$ cat config.mk
export PLATFORM = sky130hd
export DESIGN_NAME = websocket_frame_deframer
export DESIGN_NICKNAME = d
export VERILOG_FILES = /design/src/rtl/wsd_pkg.sv /design/src/rtl/wsd_parser.sv /design/src/rtl/wsd_out_buf.sv /design/src/rtl/websocket_frame_deframer.sv
export SDC_FILE = /design/constraint.sdc
export NUM_CORES = 1
export LEC_CHECK = 0
export ABC_AREA = 1
export BUFFER_PORTS_ARGS = -buffer_cell sky130_fd_sc_hd__buf_4
export CAP_MARGIN = 5
export CORE_ASPECT_RATIO = 1.4
export CORE_MARGIN = 2
export CORE_UTILIZATION = 57
export CTS_BUF_LIST = sky130_fd_sc_hd__clkbuf_16
export DETAILED_ROUTE_END_ITERATION = 8
export GPL_ROUTABILITY_DRIVEN = 1
export PLACE_DENSITY = 0.77
export SLEW_MARGIN = 5
export SYNTH_ARGS = -nofsm -noshare
export SYNTH_HDL_FRONTEND = slang
export SYNTH_SLANG_ARGS = --single-unit
$ cat constraint.sdc
create_clock -name i_clk -period 3.7 [get_ports i_clk]
set_clock_uncertainty 0.15 [all_clocks]
set_input_delay 0.185 -clock i_clk [delete_from_list [all_inputs] [get_ports i_clk]]
set_output_delay 0.185 -clock i_clk [all_outputs]
set_load 0.02 [all_outputs]
$ cat src/rtl/wsd_pkg.sv
// ----------------------------------------------------------------------------
// wsd_pkg
// Shared types, constants and helpers of the WebSocket frame deframer.
// ----------------------------------------------------------------------------
package wsd_pkg;

    // Parser phases, one per part of a frame
    typedef enum logic [2:0] {
        PH_OPCODE  = 3'd0,
        PH_SIZE    = 3'd1,
        PH_EXTLEN  = 3'd2,
        PH_MASK    = 3'd3,
        PH_PAYLOAD = 3'd4
    } t_wsd_phase;

    // Frame opcodes
    localparam logic [3:0] OPC_CONT   = 4'h0;
    localparam logic [3:0] OPC_TEXT   = 4'h1;
    localparam logic [3:0] OPC_BINARY = 4'h2;
    localparam logic [3:0] OPC_CLOSE  = 4'h8;
    localparam logic [3:0] OPC_PING   = 4'h9;
    localparam logic [3:0] OPC_PONG   = 4'hA;

    // Reported frame types
    localparam logic [2:0] TYPE_TEXT   = 3'd0;
    localparam logic [2:0] TYPE_BINARY = 3'd1;
    localparam logic [2:0] TYPE_PING   = 3'd2;
    localparam logic [2:0] TYPE_PONG   = 3'd3;
    localparam logic [2:0] TYPE_CLOSE  = 3'd4;

    // Seven-bit length codes that announce an extended length
    localparam logic [6:0] LEN_EXT16 = 7'd126;
    localparam logic [6:0] LEN_EXT64 = 7'd127;

    // Number of extended length bytes and mask key bytes
    localparam logic [3:0] HDR_EXT16 = 4'd2;
    localparam logic [3:0] HDR_EXT64 = 4'd8;
    localparam logic [3:0] HDR_MASK  = 4'd4;

    // One result item
    typedef struct packed {
        logic        payload_valid;
        logic [7:0]  payload_byte;
        logic        message_start;
        logic        frame_done;
        logic [2:0]  frame_type;
        logic [15:0] close_code;
    } t_wsd_result;

    // True for the opcodes whose final frame is reported
    function automatic logic known_opcode(input logic [3:0] opc);
        logic known;
        case (opc)
            OPC_TEXT, OPC_BINARY, OPC_CLOSE, OPC_PING, OPC_PONG: known = 1'b1;
            default:                                             known = 1'b0;
        endcase
        return known;
    endfunction

    // Maps an opcode to the reported frame type
    function automatic logic [2:0] opcode_type(input logic [3:0] opc);
        logic [2:0] ft;
        case (opc)
            OPC_TEXT:   ft = TYPE_TEXT;
            OPC_BINARY: ft = TYPE_BINARY;
            OPC_PING:   ft = TYPE_PING;
            OPC_PONG:   ft = TYPE_PONG;
            OPC_CLOSE:  ft = TYPE_CLOSE;
            default:    ft = TYPE_TEXT;
        endcase
        return ft;
    endfunction

endpackage

$ cat src/rtl/wsd_parser.sv
// ----------------------------------------------------------------------------
// wsd_parser
// Frame parser: takes one byte per transfer, updates the header and payload
// state and forms the result item that the byte causes, if any.
// ----------------------------------------------------------------------------
module wsd_parser
    import wsd_pkg::*;
(
    input  logic        i_clk,
    input  logic        i_rst_n,
    input  logic        i_valid,     // byte accepted this cycle
    input  logic [7:0]  i_byte,
    output logic        o_res_valid, // a result item is formed this cycle
    output t_wsd_result o_res
);

    // State registers
    t_wsd_phase  r_phase,    n_phase;
    logic        r_final,    n_final;
    logic [3:0]  r_opcode,   n_opcode;
    logic        r_masked,   n_masked;
    logic [63:0] r_len,      n_len;
    logic [3:0]  r_hdr,      n_hdr;
    logic [7:0]  r_key [4];
    logic [7:0]  n_key [4];
    logic [1:0]  r_mask_idx, n_mask_idx;
    logic [1:0]  r_cnt,      n_cnt;
    logic [15:0] r_ftb,      n_ftb;
    logic        r_start,    n_start;

    // Decode signals
    logic [6:0]  w_len7;
    logic        w_ext;
    logic [3:0]  w_hdr_dec;
    logic        w_hdr_last;
    logic        w_chk;
    logic        w_chk_masked;
    logic [63:0] w_new_len;
    logic        w_end;
    logic        w_to_mask;
    logic        w_to_pay;
    logic [1:0]  w_key_idx;
    logic [7:0]  w_pb;
    logic        w_done;

    // Decode of the current byte against the phase
    always_comb begin
        w_len7     = i_byte[6:0];
        w_ext      = (w_len7 == LEN_EXT16) || (w_len7 == LEN_EXT64);
        w_hdr_dec  = r_hdr - 4'd1;
        w_hdr_last = (w_hdr_dec == 4'd0);
        w_key_idx  = 2'(HDR_MASK - r_hdr);
        w_pb       = i_byte ^ r_key[r_mask_idx];

        // The length (or, in the mask phase, the mask key) is complete and the next part of the frame is chosen
        w_chk = ((r_phase == PH_SIZE) && !w_ext) ||
                ((r_phase == PH_EXTLEN) && w_hdr_last) ||
                ((r_phase == PH_MASK) && w_hdr_last);

        case (r_phase)
            PH_SIZE:   w_chk_masked = i_byte[7];
            PH_EXTLEN: w_chk_masked = r_masked;
            default:   w_chk_masked = 1'b0;
        endcase

        case (r_phase)
            PH_SIZE:    w_new_len = w_ext ? 64'd0 : {57'd0, w_len7};
            PH_EXTLEN:  w_new_len = {r_len[55:0], i_byte};
            PH_PAYLOAD: w_new_len = r_len - 64'd1;
            default:    w_new_len = r_len;
        endcase

        w_to_mask = w_chk && w_chk_masked;
        w_to_pay  = w_chk && !w_chk_masked && (w_new_len != 64'd0);
        w_end     = (w_chk && !w_chk_masked && (w_new_len == 64'd0)) ||
                    ((r_phase == PH_PAYLOAD) && (w_new_len == 64'd0));
        w_done    = w_end && r_final && known_opcode(r_opcode);
    end

    // Next phase
    always_comb begin
        n_phase = r_phase;
        if (i_valid) begin
            case (r_phase)
                PH_OPCODE: n_phase = PH_SIZE;
                PH_SIZE, PH_EXTLEN, PH_MASK: begin
                    if ((r_phase == PH_SIZE) && w_ext) begin
                        n_phase = PH_EXTLEN;
                    end else if (w_to_mask) begin
                        n_phase = PH_MASK;
                    end else if (w_to_pay) begin
                        n_phase = PH_PAYLOAD;
                    end else if (w_end) begin
                        n_phase = PH_OPCODE;
                    end
                end
                PH_PAYLOAD: n_phase = w_end ? PH_OPCODE : PH_PAYLOAD;
                default:    n_phase = PH_OPCODE;
            endcase
        end
    end

    // Next value of the data state and the result item
    always_comb begin
        n_final    = r_final;
        n_opcode   = r_opcode;
        n_masked   = r_masked;
        n_len      = r_len;
        n_hdr      = r_hdr;
        n_key      = r_key;
        n_mask_idx = r_mask_idx;
        n_cnt      = r_cnt;
        n_ftb      = r_ftb;
        n_start    = r_start;

        if (i_valid) begin
            case (r_phase)
                PH_OPCODE: begin
                    n_final = i_byte[7];
                    if (i_byte[3:0] != OPC_CONT) begin
                        n_opcode = i_byte[3:0];
                        n_cnt    = 2'd0;
                        n_ftb    = 16'd0;
                        n_start  = 1'b1;
                    end
                    n_key      = '{default: 8'd0};
                    n_mask_idx = 2'd0;
                end
                PH_SIZE: begin
                    n_masked = i_byte[7];
                    n_len    = w_new_len;
                    if (w_len7 == LEN_EXT16) begin
                        n_hdr = HDR_EXT16;
                    end else if (w_len7 == LEN_EXT64) begin
                        n_hdr = HDR_EXT64;
                    end else if (w_to_mask) begin
                        n_hdr = HDR_MASK;
                    end
                end
                PH_EXTLEN: begin
                    n_len = w_new_len;
                    n_hdr = w_to_mask ? HDR_MASK : w_hdr_dec;
                end
                PH_MASK: begin
                    n_key[w_key_idx] = i_byte;
                    n_hdr            = w_hdr_dec;
                    if (w_hdr_last) begin
                        n_masked = 1'b0;
                    end
                end
                PH_PAYLOAD: begin
                    n_len      = w_new_len;
                    n_mask_idx = r_mask_idx + 2'd1;
                    if (r_cnt == 2'd0) begin
                        n_ftb = {w_pb, 8'd0};
                    end else if (r_cnt == 2'd1) begin
                        n_ftb = {r_ftb[15:8], w_pb};
                    end
                    if (r_cnt < 2'd2) begin
                        n_cnt = r_cnt + 2'd1;
                    end
                end
                default: begin
                    n_len = r_len;
                end
            endcase
        end

        // Result item, formed from the updated message bytes
        o_res_valid          = i_valid && ((r_phase == PH_PAYLOAD) || w_done);
        o_res.payload_valid  = (r_phase == PH_PAYLOAD);
        o_res.payload_byte   = (r_phase == PH_PAYLOAD) ? w_pb : 8'd0;
        o_res.message_start  = r_start;
        o_res.frame_done     = w_done;
        o_res.frame_type     = w_done ? opcode_type(r_opcode) : TYPE_TEXT;
        o_res.close_code     = (w_done && (r_opcode == OPC_CLOSE) && (n_cnt == 2'd2))
                               ? n_ftb : 16'd0;
        if (o_res_valid) begin
            n_start = 1'b0;
        end
    end

    // State update
    always_ff @(posedge i_clk) begin
        if (!i_rst_n) begin
            r_phase    <= PH_OPCODE;
            r_final    <= 1'b0;
            r_opcode   <= OPC_CONT;
            r_masked   <= 1'b0;
            r_len      <= 64'd0;
            r_hdr      <= 4'd0;
            r_key      <= '{default: 8'd0};
            r_mask_idx <= 2'd0;
            r_cnt      <= 2'd0;
            r_ftb      <= 16'd0;
            r_start    <= 1'b0;
        end else begin
            r_phase    <= n_phase;
            r_final    <= n_final;
            r_opcode   <= n_opcode;
            r_masked   <= n_masked;
            r_len      <= n_len;
            r_hdr      <= n_hdr;
            r_key      <= n_key;
            r_mask_idx <= n_mask_idx;
            r_cnt      <= n_cnt;
            r_ftb      <= n_ftb;
            r_start    <= n_start;
        end
    end

`ifndef NO_ASSERTIONS
    // The payload phase is only ever held with bytes still to come
    a_payload_len: assert property (@(posedge i_clk) disable iff (!i_rst_n)
        (r_phase == PH_PAYLOAD) |-> (r_len != 64'd0))
        else $error("payload phase with zero remaining length");

    // The mask key count stays between one and four while collecting it
    a_mask_count: assert property (@(posedge i_clk) disable iff (!i_rst_n)
        (r_phase == PH_MASK) |-> ((r_hdr != 4'd0) && (r_hdr <= HDR_MASK)))
        else $error("mask key byte count out of range");

    // The extended length count stays between one and eight while collecting it
    a_ext_count: assert property (@(posedge i_clk) disable iff (!i_rst_n)
        (r_phase == PH_EXTLEN) |-> ((r_hdr != 4'd0) && (r_hdr <= HDR_EXT64)))
        else $error("extended length byte count out of range");
`endif

endmodule

$ cat src/rtl/wsd_out_buf.sv
// ----------------------------------------------------------------------------
// wsd_out_buf
// Two-entry result buffer: holds result items until the output transfer, so
// that the parser keeps taking bytes while one result waits.
// ----------------------------------------------------------------------------
module wsd_out_buf
    import wsd_pkg::*;
(
    input  logic        i_clk,
    input  logic        i_rst_n,
    input  logic        i_push,
    input  t_wsd_result i_res,
    output logic        o_not_full,
    output logic        o_valid,
    input  logic        i_ready,
    output t_wsd_result o_res
);

    t_wsd_result r_mem [2];
    logic        r_wr_ptr, n_wr_ptr;
    logic        r_rd_ptr, n_rd_ptr;
    logic [1:0]  r_count,  n_count;
    logic        w_pop;

    // Pointer and occupancy control
    always_comb begin
        w_pop      = o_valid && i_ready;
        n_wr_ptr   = i_push ? ~r_wr_ptr : r_wr_ptr;
        n_rd_ptr   = w_pop ? ~r_rd_ptr : r_rd_ptr;
        n_count    = r_count + {1'b0, i_push} - {1'b0, w_pop};
        o_not_full = (r_count != 2'd2);
        o_valid    = (r_count != 2'd0);
        o_res      = r_mem[r_rd_ptr];
    end

    always_ff @(posedge i_clk) begin
        if (!i_rst_n) begin
            r_wr_ptr <= 1'b0;
            r_rd_ptr <= 1'b0;
            r_count  <= 2'd0;
        end else begin
            r_wr_ptr <= n_wr_ptr;
            r_rd_ptr <= n_rd_ptr;
            r_count  <= n_count;
        end
    end

    // Storage, no reset needed
    always_ff @(posedge i_clk) begin
        if (i_push) begin
            r_mem[r_wr_ptr] <= i_res;
        end
    end

`ifndef NO_ASSERTIONS
    a_no_overflow: assert property (@(posedge i_clk) disable iff (!i_rst_n)
        i_push |-> (o_not_full || w_pop))
        else $error("result pushed into a full buffer");

    a_count_range: assert property (@(posedge i_clk) disable iff (!i_rst_n)
        r_count <= 2'd2)
        else $error("result buffer count out of range");

    a_count_track: assert property (@(posedge i_clk) disable iff (!i_rst_n)
        (i_push && !w_pop) |=> (r_count == $past(r_count) + 2'd1))
        else $error("result buffer count missed a push");
`endif

endmodule

$ cat src/rtl/websocket_frame_deframer.sv
// ----------------------------------------------------------------------------
// websocket_frame_deframer
// Receive-side WebSocket frame parser with payload unmasking.
// ----------------------------------------------------------------------------
// The block takes one raw byte per cycle on the slave stream while the output
// buffer has room, and parses frame headers, extended lengths and mask keys in a
// single pass; each payload byte is unmasked and written into the output buffer
// as a result item, and a completed final frame of known opcode is reported with
// its type and, for close frames, the close code. Every byte is handled in the
// cycle it is taken, so the rate is one byte per clock, set by the per-byte
// parser step. A two-entry output buffer lets bytes keep flowing while a result
// waits; the input stalls only when both entries are held by a stalled consumer.
module websocket_frame_deframer
    import wsd_pkg::*;
(
    input  logic        i_clk,
    input  logic        i_rst_n,
    // Input stream
    input  logic        i_s_axis_tvalid,
    output logic        o_s_axis_tready,
    input  logic [7:0]  i_s_axis_tdata,  // [7:0] data_byte
    // Result stream
    output logic        o_m_axis_tvalid,
    input  logic        i_m_axis_tready,
    output logic [23:0] o_m_axis_tdata,  // [7:0] payload_byte, [23:8] close_code
    output logic        o_m_axis_tlast,  // frame_done
    output logic [4:0]  o_m_axis_tuser   // [0] payload_valid, [1] message_start,
                                         // [4:2] frame_type
);

    logic        w_accept;
    logic        w_res_valid;
    t_wsd_result w_res;
    logic        w_not_full;
    t_wsd_result w_out;

    // A byte transfer completes when the buffer has room
    assign o_s_axis_tready = w_not_full;
    assign w_accept        = i_s_axis_tvalid && w_not_full;

    wsd_parser u_parser (
        .i_clk       (i_clk),
        .i_rst_n     (i_rst_n),
        .i_valid     (w_accept),
        .i_byte      (i_s_axis_tdata),
        .o_res_valid (w_res_valid),
        .o_res       (w_res)
    );

    wsd_out_buf u_out_buf (
        .i_clk      (i_clk),
        .i_rst_n    (i_rst_n),
        .i_push     (w_res_valid),
        .i_res      (w_res),
        .o_not_full (w_not_full),
        .o_valid    (o_m_axis_tvalid),
        .i_ready    (i_m_axis_tready),
        .o_res      (w_out)
    );

    // Pack the result item onto the output stream
    assign o_m_axis_tdata = {w_out.close_code, w_out.payload_byte};
    assign o_m_axis_tlast = w_out.frame_done;
    assign o_m_axis_tuser = {w_out.frame_type, w_out.message_start, w_out.payload_valid};

endmodule
After elaboration in Yosys (flattened, before gate mapping):

Memories as Yosys holds them, arrays and structs flattened. A register that Yosys moved wholly into a read port is not among the register bits.
Index checks and enable logic that the tools add are counted.

* register bits after elaboration: 134
* bits in writable memories: 60
* input port bits: 12
* output and inout bits: 32
* word-level logic and storage cells: 141
* memories kept: 1

Memory list
* u_out_buf.r_mem: depth 2, bits a word 30, rd ports 1, clocked after memory_dff 1, wr ports 1, RTL line wsd_out_buf.sv:19 `t_wsd_result r_mem [2];`

* $add $sub $neg: 7
* order comparisons: 4
* equality and inequality tests: 17
* mux-type cells: 42
* bitwise operators: 6
* reductions and logical operators: 47

Operator list (number)
* $pmux W64 S3: 1
* $logic_not A64 Y1: 1
* $mux W16: 4
* $pmux W32 S2: 1
* $reduce_bool A64 Y1: 1
* $sub A64 B1 Y64 const B: 1
* $mux W8: 5
* $bwmux W32: 1
* $pmux W16 S2: 1
* $mux W3: 6
* $logic_and A1 B1 Y1: 17
* $bmux W8 S2: 1
* $demux W8 S2: 1
* $mux W4: 4
* $eq A7 B7 Y1 const B: 2
* $eq A4 B4 Y1 const B: 3
* $pmux W3 S4: 1
* $pmux W4 S3: 1
* $reduce_and A2 Y1: 5
* $pmux W3 S3: 1
* $reduce_and A3 Y1: 3
* $pmux W2 S2: 2
* $reduce_bool A2 Y1: 4
* $xor A8 B8 Y8: 1
* other kinds (35): 55

Depth between registers and ports, before layout:

Gate-level depths: netlist of the first run.

* depth in word-level cells: 15
* gate-level depth with buffers: 25
* depth with buffers taken out: 25

Modules after synthesis:

Synthesis of the first run repeated with hierarchy kept, for this count alone.

* cells, all modules: 1802
* area, all modules: 11871.4 µm²

By module, submodules not included
* wsd_parser: instances 1, cells each 1671, area each 9340.2 µm², seq. area each 2602.5 µm²
* wsd_out_buf: instances 1, cells each 129, area each 2523.7 µm², seq. area each 1901.8 µm²
* websocket_frame_deframer: instances 1, cells each 2, area each 7.5 µm², seq. area each 0.0 µm²

Worst setup path before layout of the first run:

No wires, ideal clock.

* path type: reg2reg
* start point: reg u_parser.r_len[0]
* end point: mem u_out_buf.r_mem[1][0] in the netlist's numbering, enable pin
* library setup time: 418 ps
* data arrival time: 3508 ps
* data required time: 3132 ps
* slack: -376 ps
* cell stages (with the launch flop): 19
* path buffers: 0
* clock period less this slack: 4076 ps
* cell sequence: dfxtp_1 > inv_1 > ha_1 > nand2_1 > nor2_4 > nand2_1 > nor2_4 > nand3_1 > nand3_1 > nand2_1 > nor2_1 > nand3_1 > nor2_1 > nand3_1 > nor2_1 > nand4_1 > nand2_1 > nand2_1 > nor2_1

* cells in the longest elaborated chain, start to end: 11
* elaborated cells between the ends (all ways): 12
* those cells by class: 1 x add/sub; 3 x mux; 8 x reduce/logical

RTL lines
* start, declared: RTL line wsd_parser.sv:22 `logic [63:0] r_len, n_len;`
* start signal, assigned: RTL line wsd_parser.sv:202 `r_len <= n_len;`
* $sub A64 B1 Y64: RTL line wsd_parser.sv:69 `PH_PAYLOAD: w_new_len = r_len - 64'd1;`
* $pmux W64 S3 *: RTL line wsd_parser.sv:66 `case (r_phase)`
* $logic_not A64 Y1 *: RTL line wsd_parser.sv:75, wsd_parser.sv:76
* $logic_and A1 B1 Y1 (on tied branches): RTL line wsd_parser.sv:75, wsd_parser.sv:76
* $logic_or A1 B1 Y1 *: RTL line wsd_parser.sv:75 `w_end = (w_chk && !w_chk_masked && (w_new_len == 64'd0)) ||`
* $logic_and A1 B1 Y1 * (2 in series): RTL line wsd_parser.sv:77 `w_done = w_end && r_final && known_opcode(r_opcode);`
* $logic_or A1 B1 Y1 *: RTL line wsd_parser.sv:170 `o_res_valid = i_valid && ((r_phase == PH_PAYLOAD) || w_done);`
* $logic_and A1 B1 Y1 *: RTL line wsd_parser.sv:170
* $mux W1 *: RTL line wsd_out_buf.sv:50 `if (i_push) begin`
* $mux W1 (not written as such) *: RTL line wsd_out_buf.sv:51 `r_mem[r_wr_ptr] <= i_res;`
* end, declared: RTL line wsd_out_buf.sv:19

Mark *: on every way between the ends. The rest lies on a longest branch, timed or not.

Final worst setup path of the first run:

* start point: reg u_parser.r_len[9]
* end point: mem u_out_buf.r_mem[1][6] in the netlist's numbering, enable pin

The elaborated chain is that of the path after synthesis.

==> flow_metrics.env, run 1 <==
export IMPL_htreeDepth=4
export IMPL_hold_violations=0
export IMPL_dp_slack_ns=-0.257
export IMPL_setup_viol=63
export IMPL_synth_yosys_seq_area_share_pct=37.5
export IMPL_clock_path_buffers=2
export IMPL_grt_start_max_net_pins=75
export IMPL_root_buffer="clkbuf_16"
export IMPL_final_common_cell="nand2_1"
export IMPL_leakagePower_uw=0.00751
export IMPL_min_period_ns=3.76
export IMPL_via_per_inst=5.94
export IMPL_m1WireLength_um=15600
export IMPL_rows=62
export IMPL_synth_edf_count=60
export IMPL_criticalPathCategory="flop to flop"
export IMPL_crit_slowest_cell="dfxtp_4"
export IMPL_muxShareOfSynthArea_pct=3.28
export IMPL_crit_fanout=16
export IMPL_drv_slew=0
export IMPL_slew_headroom_pct=25.9
export IMPL_ios=44
export IMPL_rsz0062_at_grt="yes"
export IMPL_layout_drive_gt1_share_pct=29.9
export IMPL_critPathLaunchType="flop"
export IMPL_hold_depth=4
export IMPL_wire_per_inst_um=20.2
export IMPL_io_buffers=43
export IMPL_finalWeightedCongestion=1.01
export IMPL_grt_overflow_total=0
export IMPL_die_h_um=176
export IMPL_num_vias=14000
export IMPL_avgSynthCellArea_um2=6.63
export IMPL_fmax_ghz=0.266
export IMPL_worst_slack_ns=-0.0650
export IMPL_wl_met2_um=23900
export IMPL_first_pass_iters=6
export IMPL_antenna_left=0
export IMPL_fin_nets=2114
export IMPL_critPathBufInv=7
export IMPL_area_growth_pct=33.7
export IMPL_synthSimpleGateAreaFrac_pct=32.1
export IMPL_final_cell_mix="nand2_1 (330), buf_4 (298), inv_1 (261), nor2_1 (209), nand3_1 (139)"
export IMPL_yosys_area_share_adder_pct=1.04
export IMPL_cts_made_buffers=17
export IMPL_synthFlopType="dfxtp_1"
export IMPL_synthDistinctLibCells=39
export IMPL_final_area_um2=16100
export IMPL_cts_tree="yes"
export IMPL_arrival_ns=3.77
export IMPL_syn_inst=1812
export IMPL_core_um2=20600
export IMPL_cpMostUsedCell="buf_4"
export IMPL_ff2ff_path_depth=23
export IMPL_required_ns=3.71
export IMPL_dpl_hpwl_um=33600
export IMPL_synth_compound_area_share_pct=14.5
export IMPL_crit_chain="nor2_4 > buf_4 > nand2_2 > nor2_4 > buf_4 > buf_4 > nand4_1 > nand3_1 > nand2_2 > inv_2 > nand2_1 > nor2_1 > nand2_1 > nor2_2 > nand3_1 > nor2_2 > nand4_1 > nand2_2 > nand2_4 > buf_4 > buf_4 > nor2_4 > buf_12"
export IMPL_grt_pass1_vias=13500
export IMPL_tightest_slew_ns=1.11
export IMPL_violations="negative setup slack"
export IMPL_powerDensity_nw_per_um2=923
export IMPL_async_flop_share_pct=0
export IMPL_diodes=0
export IMPL_grt_antenna_before_repair=0
export IMPL_initial_utilization_pct=58.2
export IMPL_synthXorXnorAreaFrac_pct=0.802
export IMPL_ir_worst_vdd_uv=513
export IMPL_ys_ff_latch=195
export IMPL_top_layer_used="met4"
export IMPL_place_area_um2=14300
export IMPL_syn_area_um2=12000
export IMPL_outcome="complete, but fails checks"
export IMPL_fin_util_pct=77.8
export IMPL_cts_sinks=195
export IMPL_synth_top_family_by_area="simple AND/OR/NAND/NOR gates"
export IMPL_dieArea_um2=22300
export IMPL_synth_fp_nets=1834
export IMPL_grt_total_usage_pct=41.2
export IMPL_hp_class="input port to flop"
export IMPL_drc_errors=0
export IMPL_clkTransAtPathRegs_ns=0.08
export IMPL_path_depth=23
export IMPL_yosysWarnings=0
export IMPL_fin_crit_sh_pct=102
export IMPL_drtIter0Drc=1368
export IMPL_max_stage_delay_ns=0.39
export IMPL_path_delay_family="simple AND/OR/NAND/NOR gates"
export IMPL_worstSkewPairLatency_ns=0.45
export IMPL_maxCapViolCount=0
export IMPL_grt_pass1_wl_um=70500
export IMPL_wl_met3_um=3360
export IMPL_crit_path_end_kind="flop"
export IMPL_routed_wl_um=47700
export IMPL_die_x_um=127
-- logic make-up after synthesis --
logic type	count (synthesis)
muxes	35
AOI/OAI and AO/OA	311
xor gates and xnor gates	11
adders and majority gates	10
and+or+nand+nor	915
DFF	195
buffers and inverters	335
-- report_power, final --
| group | switching [µW] | internal, µW | total [µW] | leakage (µW) |
|---|---|---|---|---|
| clock network | 963 | 906 | 1870 | 0.000292 |
| logic | 6040 | 3990 | 10000 | 0.00560 |
| registers | 394 | 2530 | 2930 | 0.00162 |
| total | 7390 | 7430 | 14800 | 0.00751 |
-- cell usage after synthesis, types with 3 or more instances --
cell type  instances  area share [%]
a22oi_1           31             1.9
buf_2              5            0.21
ha_1              10             1.0
inv_1            264             8.2
buf_6              4            0.37
clkbuf_1          40             1.2
buf_1             15            0.47
nand3b_1           3            0.19
a21oi_1           93             3.9
xnor2_1            5            0.36
mux2_2            35             3.3
nand2_1          382              12
nand2_2            6            0.31
xor2_1             6            0.44
nor3_1             9            0.37
o21ai_0          112             4.7
nor2_2            20             1.0
a31oi_1            3            0.16
nor2_1           310             9.7
nand4_1           17            0.88
inv_2              5            0.16
nor2_4            10            0.94
o22ai_1           62             3.2
a211oi_1           4            0.25
nand3_1          150             6.2
edfxtp_1          60              15
dfxtp_1          135              22
-- flip-flops by register name, summed over array words and instances (netlist names), 2 cells and up, named ones only --
| signal | cells |
|---|---|
| u_parser.r_mask_idx | 2 |
| u_parser.r_hdr | 4 |
| u_out_buf.r_mem | 60 |
| u_parser.r_phase | 3 |
| u_parser.r_cnt | 2 |
| u_parser.r_len | 64 |
| u_out_buf.r_count | 2 |
| u_parser.r_key | 32 |
| u_parser.r_opcode | 4 |
| u_parser.r_ftb | 16 |
-- area by class of cell --
cell class | count | area (µm²)
multi-input cells | 1282 | 6940
fillers | 1511 | 4570
flip-flops and latches | 195 | 4550
repair buffers | 326 | 2650
inverters | 270 | 1020
clock buffers | 17 | 425
well taps | 256 | 320
clock inverters | 15 | 163
-- per-layer routing --
layer  global-route usage, %  up-vias
li1                        -     6473
met1                    41.0     6465
met2                    74.1      793
met3                    8.19      287
met4                    32.7        0
met5                       0        -
-- per-stage QoR --
stage	hold WS, ns	TNS [ns]	std cells	total power (µW)
2_1_floorplan	0.184	0	1812	7160
3_3_place_gp	0.286	-7.51	2283	11100
3_5_place_dp	0.303	-11.02	2283	11200
4_1_cts	0.0298	0	2335	13500
5_1_grt	0.0570	-14.12	2361	15600
6_report	0.0604	-2.40	2361	14800
-- final timing paths --
path,startpoint,end,slack [ns]
setup reg to reg,u_parser.r_len[9],u_out_buf.r_mem[1][6],-0.06
hold reg to reg,u_parser.r_key[23],u_parser.r_key[23],0.32
hold / removal,i_s_axis_tdata[2],u_parser.r_opcode[2],0.06
setup / recovery,u_parser.r_len[9],u_out_buf.r_mem[1][6],-0.06
-- repair_timing --
item	CTS	global route
setup buffers	15	24
hold endpoints to repair	36	0
hold buffers	6	0
gates cloned	0	3
pin swaps	15	84
endpoints found under the setup margin	96	99
gates resized for setup	65	199
-- worst register-to-register path: cells and delay by family (launching register included) --
kind,cells,cell delay (ns)
flip-flops,1,0.39
AND/OR/NAND/NOR,16,2.06
buffers and inverters,7,0.88
Note: power is estimated with default switching activity, not from simulation.
==> run 2: changes to the inputs <==
--- a/config.mk
+++ b/config.mk
@@ -5,7 +5,6 @@
 export SDC_FILE = /design/constraint.sdc
 export NUM_CORES = 1
 export LEC_CHECK = 0
-export ABC_AREA = 1
 export BUFFER_PORTS_ARGS = -buffer_cell sky130_fd_sc_hd__buf_4
 export CAP_MARGIN = 5
 export CORE_ASPECT_RATIO = 1.4
==> flow_metrics.env, run 2 <==
export IMPL_outcome="did not finish"
export IMPL_haltStage="5_1_grt"
export IMPL_error="[ERROR GRT-0232] Routing congestion too high. Check the congestion heatmap in the GUI."
export IMPL_synth_fp_nets=1421
export IMPL_cts_made_buffers=17
export IMPL_finalWeightedCongestion=1.07
export IMPL_die_x_um=124
export IMPL_dp_cells=1945
export IMPL_die_h_um=172
export IMPL_place_area_um2=14600
export IMPL_yosysWarnings=0
export IMPL_syn_area_um2=11400
export IMPL_synth_top_area_cell="dfxtp_1"
export IMPL_async_flop_share_pct=0
export IMPL_synth_yosys_seq_area_share_pct=39.4
export IMPL_htreeDepth=4
export IMPL_root_buffer="clkbuf_16"
export IMPL_ios=44
export IMPL_io_buffers=43
export IMPL_synthMostInstantiatedCell="nor2_1"
export IMPL_grt_total_usage_pct=73.9
export IMPL_cts_sinks=195
export IMPL_synth_area_top_cells="dfxtp_1 (24%), edfxtp_1 (16%), nor2_1 (7.6%), a21oi_1 (4.2%), a22oi_1 (3.5%)"
export IMPL_initial_utilization_pct=57.8
export IMPL_grt_start_max_net_pins=124
export IMPL_worst_endpoint_pin_kind="register data pin"
export IMPL_synth_edf_count=60
export IMPL_synth_common_cells="nor2_1 (232), dfxtp_1 (135), nand2_1 (105), clkbuf_1 (98), a21oi_1 (96)"
export IMPL_synth_top_area_share_pct=23.6
export IMPL_avgSynthCellArea_um2=8.17
export IMPL_rows=61
export IMPL_synthDistinctLibCells=83
export IMPL_ys_ff_latch=195
export IMPL_dpl_hpwl_um=38500
export IMPL_grt_overflow_total=21
export IMPL_synthFlopType="dfxtp_1"
export IMPL_syn_inst=1399
export IMPL_clock_path_buffers=2
export IMPL_worst_endpoint="u_out_buf.r_count[1]$_SDFF_PN0_/D"
[run 2: kinds of logic after synthesis]
family / after synthesis / share of synthesized area [%]
xor+xnor: 25 / 1.91
mux: 50 / 5.60
fa+ha+maj: 12 / 1.27
buf+inv: 139 / 4.66
simple gates: 619 / 26.4
compound gates: 359 / 20.8
flops: 195 / 39.4
[run 2: per-stage QoR]
step / worst slack [ns] / TNS [ns]
2_1_floorplan: -0.842 / -56.29
3_3_place_gp: -0.930 / -62.64
3_5_place_dp: -0.948 / -65.61
4_1_cts: -0.871 / -66.55
[run 2: repair_timing]
action | in CTS
setup endpoints to repair | 105
pin swaps | 1
gates cloned | 6
gates resized for setup | 33
buffers inserted | 27
hold buffers | 3
endpoints found under the hold margin | 16
[run 2: layer usage]
metal | track usage [%] | GRT overflow
met5 | 29.0 | 0
met4 | 71.2 | 17
met2 | 89.2 | 3
met3 | 61.1 | 1
met1 | 73.5 | 0
==> run 3: changes to the inputs <==
--- a/config.mk
+++ b/config.mk
@@ -7,13 +7,11 @@
 export LEC_CHECK = 0
 export BUFFER_PORTS_ARGS = -buffer_cell sky130_fd_sc_hd__buf_4
 export CAP_MARGIN = 5
-export CORE_ASPECT_RATIO = 1.4
 export CORE_MARGIN = 2
-export CORE_UTILIZATION = 57
-export CTS_BUF_LIST = sky130_fd_sc_hd__clkbuf_16
+export CORE_UTILIZATION = 40
 export DETAILED_ROUTE_END_ITERATION = 8
 export GPL_ROUTABILITY_DRIVEN = 1
-export PLACE_DENSITY = 0.77
+export PLACE_DENSITY_LB_ADDON = 0.15
 export SLEW_MARGIN = 5
 export SYNTH_ARGS = -nofsm -noshare
 export SYNTH_HDL_FRONTEND = slang
==> constraint.sdc (replaced) <==
create_clock -name i_clk -period 4.8 [get_ports i_clk]
set_clock_uncertainty 0.15 [all_clocks]
set_input_delay 0.24 -clock i_clk [delete_from_list [all_inputs] [get_ports i_clk]]
set_output_delay 0.24 -clock i_clk [all_outputs]
set_load 0.02 [all_outputs]
==> flow_metrics.env, run 3 <==
export IMPL_layout_drive_gt1_share_pct=20.2
export IMPL_crit_path_end_kind="flop"
export IMPL_first_pass_iters=6
export IMPL_routed_wl_um=41800
export IMPL_required_ns=4.95
export IMPL_rows=61
export IMPL_outcome="complete, no violations"
export IMPL_diodes=0
export IMPL_ir_worst_vdd_uv=239
export IMPL_critPathLaunchType="flop"
export IMPL_crit_fanout=4
export IMPL_core_um2=27900
export IMPL_fmax_ghz=0.212
export IMPL_setup_viol=0
export IMPL_avgSynthCellArea_um2=8.17
export IMPL_powerDensity_nw_per_um2=477
export IMPL_fin_nets=1511
export IMPL_finalWeightedCongestion=0.964
export IMPL_tightest_slew_ns=1.01
export IMPL_clkTransAtPathRegs_ns=0.08
export IMPL_cts_sinks=195
export IMPL_root_buffer="clkbuf_16"
export IMPL_num_vias=11700
export IMPL_cts_tree="yes"
export IMPL_final_cell_mix="nor2_1 (229), buf_4 (183), dfxtp_1 (132), nand2_1 (104), a21oi_1 (96)"
export IMPL_io_buffers=43
export IMPL_hp_class="input port to flop"
export IMPL_antenna_left=0
export IMPL_final_common_cell="nor2_1"
export IMPL_drtIter0Drc=1467
export IMPL_yosysWarnings=0
export IMPL_htreeDepth=4
export IMPL_synth_edf_count=60
export IMPL_hold_violations=0
export IMPL_drc_errors=0
export IMPL_use_met1_pct=39.7
export IMPL_grt_pass1_wl_um=65100
export IMPL_synth_top_area_share_pct=23.6
export IMPL_synthFlopType="dfxtp_1"
export IMPL_grt_total_usage_pct=27.6
export IMPL_fin_crit_sh_pct=98.3
export IMPL_fin_util_pct=48.9
export IMPL_clock_path_buffers=2
export IMPL_dieArea_um2=30000
export IMPL_wire_per_inst_um=22.3
export IMPL_syn_inst=1399
export IMPL_top_register="u_parser.r_len"
export IMPL_met3_usage_pct=6.02
export IMPL_die_x_um=173
export IMPL_synth_fp_nets=1421
export IMPL_min_period_ns=4.72
export IMPL_criticalPathCategory="flop to flop"
export IMPL_dpl_hpwl_um=29700
export IMPL_synthMostInstantiatedCell="nor2_1"
export IMPL_dp_cells=1839
export IMPL_worstSkewPairLatency_ns=0.46
export IMPL_grt_busiest_layer="met2"
export IMPL_synth_top_area_cell="dfxtp_1"
export IMPL_largest_reg_flops=64
export IMPL_synthDistinctLibCells=83
export IMPL_via_per_inst=6.22
export IMPL_synth_area_top_cells="dfxtp_1 (24%), edfxtp_1 (16%), nor2_1 (7.6%), a21oi_1 (4.2%), a22oi_1 (3.5%)"
export IMPL_initial_utilization_pct=40.9
export IMPL_fill_cells=2768
export IMPL_syn_area_um2=11400
export IMPL_grt_antenna_before_repair=1
export IMPL_maxCapViolCount=0
export IMPL_synth_yosys_seq_area_share_pct=39.4
export IMPL_rsz0062_at_grt="yes"
export IMPL_die_h_um=173
export IMPL_synth_common_cells="nor2_1 (232), dfxtp_1 (135), nand2_1 (105), clkbuf_1 (98), a21oi_1 (96)"
export IMPL_grt_start_max_net_pins=82
export IMPL_arrival_ns=4.87
export IMPL_area_growth_pct=19.5
export IMPL_grt_use_met2_pct=40.8
export IMPL_leakagePower_uw=0.00508
export IMPL_largestRegisters="u_parser.r_len: 64 flops, u_out_buf.r_mem: 60 flops, u_parser.r_key: 32 flops"
export IMPL_ios=44
export IMPL_ys_ff_latch=195
export IMPL_drv_slew=0
export IMPL_stdcell_count=1880
export IMPL_rrSetupSlack_ns=0.08
export IMPL_async_flop_share_pct=0
export IMPL_slew_headroom_pct=32.1
export IMPL_grt_overflow_total=0
export IMPL_grt_pass1_vias=10900
export IMPL_cts_made_buffers=17
-- run 3: critical path: stages (launching register included) --
cell,delay [ns]
dfxtp_2,0.32
or4_4,0.53
or4_4,0.56
or4_4,0.57
buf_4,0.17
nor2_4,0.10
a31oi_1,0.08
a221o_1,0.28
or4_4,0.56
nor4_4,0.30
a21boi_2,0.10
ha_1,0.28
inv_1,0.04
ha_1,0.17
xor2_1,0.16
xnor2_1,0.15
nor2_1,0.05
-- run 3: report_power, final --
group	leakage (µW)	total, µW	switching [µW]	internal, µW
Combinational	0.00316	3160	1900	1260
Sequential	0.00162	1890	97.5	1790
Clock	0.000296	1470	731	737
Total	0.00508	6520	2720	3790
-- run 3: metrics by stage --
stage                     power (µW)  hold WS [ns]  TNS (ns)  worst slack [ns]  instance area (µm²)
after CTS                       6380       0.00531         0            0.0165                13600
after detailed placement        4900         0.295   -0.0686           -0.0686                12900
after global placement          4890         0.285         0            0.0117                12900
after global routing            6830        0.0273    -0.116            -0.116                13700
final                           6520        0.0154         0            0.0812                13700
after floorplan                 3650         0.236    -14.39            -0.250                11400
-- run 3: kinds of logic after synthesis --
family                   synth area share [%]
multiplexers                             5.60
XOR/XNOR                                 1.91
buffers and inverters                    4.66
AND/OR/NAND/NOR                          26.4
adder cells (fa/ha/maj)                  1.27
flip-flops                               39.4
AO/OA/AOI/OAI                            20.8
-- run 3: final cells by class --
class | count | area, µm² | share of cell area, %
inverter | 18 | 70.1 | 0.513
timing repair buffer | 192 | 1510 | 11.1
tap | 378 | 473 | 3.46
multi-input combinational | 1065 | 6500 | 47.5
clock inverter | 13 | 139 | 1.02
sequential | 195 | 4510 | 33.0
clock buffer | 19 | 464 | 3.40
-- run 3: path summary, 6_finish.rpt --
| kind | to | cells after the start | startpoint |
|---|---|---|---|
| max | u_out_buf.r_count[1] | 16 | u_parser.r_len[28] |
| min | u_parser.r_opcode[2] | 3 | i_s_axis_tdata[2] |
| max reg2reg | u_out_buf.r_count[1] | 16 | u_parser.r_len[28] |
| min reg2reg | u_out_buf.r_mem[0][20] | 0 | u_parser.r_start |
-- run 3: layer usage --
metal	vias to the layer above	wire length [µm]
met5	-	0
met4	0	1290
met3	90	4080
met2	656	18000
met1	5591	18500
li1	5362	-
-- run 3: timing repair --
| item | CTS | global route |
|---|---|---|
| hold buffers | 4 | 0 |
| setup buffers | 0 | 5 |
| gates resized for setup | 2 | 17 |
| endpoints found under the setup margin | 1 | 76 |
| hold endpoints to repair | 13 | 0 |
| pin swaps | 0 | 15 |
==> run 4: changes to the inputs <==
==> constraint.sdc (replaced) <==
create_clock -name i_clk -period 4.4 [get_ports i_clk]
set_clock_uncertainty 0.15 [all_clocks]
set_input_delay 0.22 -clock i_clk [delete_from_list [all_inputs] [get_ports i_clk]]
set_output_delay 0.22 -clock i_clk [all_outputs]
set_load 0.02 [all_outputs]
==> flow_metrics.env, run 4 (synthesized netlist as in run 3, its figures left out) <==
export IMPL_outcome="complete, but fails checks"
export IMPL_violations="negative setup slack"
export IMPL_largest_reg_flops=64
export IMPL_clock_path_buffers=2
export IMPL_hp_class="input port to flop"
export IMPL_maxCapViolCount=0
export IMPL_io_buffers=43
export IMPL_grt_start_max_net_pins=68
export IMPL_diodes=0
export IMPL_layout_drive_gt1_share_pct=26.5
export IMPL_dieArea_um2=30000
export IMPL_crit_path_end_kind="flop"
export IMPL_min_period_ns=4.63
export IMPL_final_common_cell="buf_4"
export IMPL_ir_worst_vdd_uv=280
export IMPL_cts_sinks=195
export IMPL_required_ns=4.57
export IMPL_powerDensity_nw_per_um2=516
export IMPL_critPathBufInv=1
export IMPL_initial_utilization_pct=40.9
export IMPL_drtIter0Drc=1425
export IMPL_hold_violations=0
export IMPL_slew_headroom_pct=33.8
export IMPL_antenna_left=0
export IMPL_cts_tree="yes"
export IMPL_cts_made_buffers=17
export IMPL_ios=44
export IMPL_path_delay_family="simple AND/OR/NAND/NOR gates"
export IMPL_htreeDepth=4
export IMPL_dp_slack_ns=-0.228
export IMPL_num_vias=12300
export IMPL_top_register="u_parser.r_len"
export IMPL_die_x_um=173
export IMPL_area_growth_pct=28.8
export IMPL_cpMostUsedCell="or4_4"
export IMPL_rows=61
export IMPL_clkTransAtPathRegs_ns=0.09
export IMPL_drv_slew=0
export IMPL_worstSkewPairLatency_ns=0.46
export IMPL_grt_pass1_wl_um=69700
export IMPL_report_power_total_uw=7590
export IMPL_tightest_slew_ns=0.984
export IMPL_crit_fanout=6
export IMPL_rsz0062_at_grt="yes"
export IMPL_max_stage_delay_ns=0.58
export IMPL_final_cell_mix="buf_4 (294), nor2_1 (229), dfxtp_1 (132), nand2_1 (104), a21oi_1 (96)"
export IMPL_routed_wl_um=45300
export IMPL_grt_total_usage_pct=29.9
export IMPL_critPathLaunchType="flop"
export IMPL_crit_slowest_cell="or4_4"
export IMPL_core_um2=27900
export IMPL_drc_errors=0
export IMPL_final_area_um2=14700
export IMPL_fmax_ghz=0.216
export IMPL_grt_pass1_vias=11500
export IMPL_setup_viol=62
export IMPL_fin_nets=1631
export IMPL_die_h_um=173
export IMPL_largestRegisters="u_parser.r_len: 64 flops, u_out_buf.r_mem: 60 flops, u_parser.r_key: 32 flops"
export IMPL_leakagePower_uw=0.00572
export IMPL_first_pass_iters=6
export IMPL_grt_overflow_total=0
export IMPL_place_area_um2=13800
export IMPL_via_per_inst=6.13
export IMPL_grt_antenna_before_repair=0
export IMPL_wire_per_inst_um=22.6
export IMPL_dpl_hpwl_um=32800
export IMPL_worst_slack_ns=-0.230
export IMPL_fin_crit_sh_pct=105
export IMPL_arrival_ns=4.80
export IMPL_criticalPathCategory="flop to flop"
export IMPL_crit_chain="or4_4 > or4_4 > or4_4 > nor2_4 > a31oi_1 > a221o_1 > or4_4 > nor4_4 > a21boi_4 > ha_1 > inv_2 > ha_4 > xor2_1 > xnor2_1 > nor2_1"
export IMPL_finalWeightedCongestion=0.993
export IMPL_root_buffer="clkbuf_16"
run 4: cell types whose count changed in the layout (fill, tap and decap cells not counted), moves of 3 or more:
cell | previous run | this run
buf_6 | 0 | 4
inv_6 | 3 | 0
buf_4 | 183 | 294
clkinv_8 | 4 | 8
run 4: metal layers:
metal | track usage (%) | share of wire [%]
met1 | 43.2 | 45
met5 | 0 | 0
met2 | 45.2 | 43
met4 | 8.83 | 2.9
met3 | 5.54 | 9.3
run 4: per-stage QoR:
| step | utilization [%] | hold slack (ns) | setup TNS [ns] | instances |
|---|---|---|---|---|
| after floorplan | - | 0.216 | -4.63 | 1399 |
| after global placement | 49.5 | 0.281 | -4.39 | 1955 |
| after detailed placement | 49.5 | 0.287 | -0.678 | 1955 |
| after CTS | 52.3 | 0.0123 | -0.119 | 1996 |
| after global routing | 52.7 | 0.0553 | -17.55 | 2000 |
| final | 52.7 | 0.0531 | -9.85 | 2000 |
run 4: worst reg2reg max path, stage by stage, from the launching register on:
cell and delay (ns):
dfxtp_2 0.33, or4_4 0.53, or4_4 0.49, or4_4 0.50
nor2_4 0.14, a31oi_1 0.09, a221o_1 0.29, or4_4 0.58
nor4_4 0.42, a21boi_4 0.11, ha_1 0.31, inv_2 0.04
ha_4 0.15, xor2_1 0.18, xnor2_1 0.13, nor2_1 0.05
run 4: final timing paths:
check                          start                     end  slack, ns  cells past startpoint
setup reg to reg  u_parser.r_len[31]    u_out_buf.r_count[1]      -0.23                     15
hold / removal     i_s_axis_tdata[1]      u_parser.r_key[17]       0.05                      3
setup / recovery  u_parser.r_len[31]    u_out_buf.r_count[1]      -0.23                     15
hold reg to reg     u_parser.r_start  u_out_buf.r_mem[0][20]       0.31                      0
run 4: layout make-up:
cell class	instances	area, µm²
clock buffers	17	425
repair buffers	312	2480
well taps	378	473
fillers	2741	13200
multi-input cells	1065	6570
flip-flops and latches	195	4510
clock inverters	15	204
inverters	18	70.1
run 4: where the power goes:
part           internal, µW  switching, µW  leakage (µW)  total (µW)
clock                   780            852      0.000298        1630
combinational          1650           2270       0.00380        3930
sequential             1950           81.2       0.00162        2040
run 4: timing repair:
item	CTS	global route
hold buffers	6	0
gates resized for setup	12	12
cloned	0	3
setup endpoints to repair	39	95
pin swaps	4	2
hold endpoints to repair	19	0
setup buffers	3	1
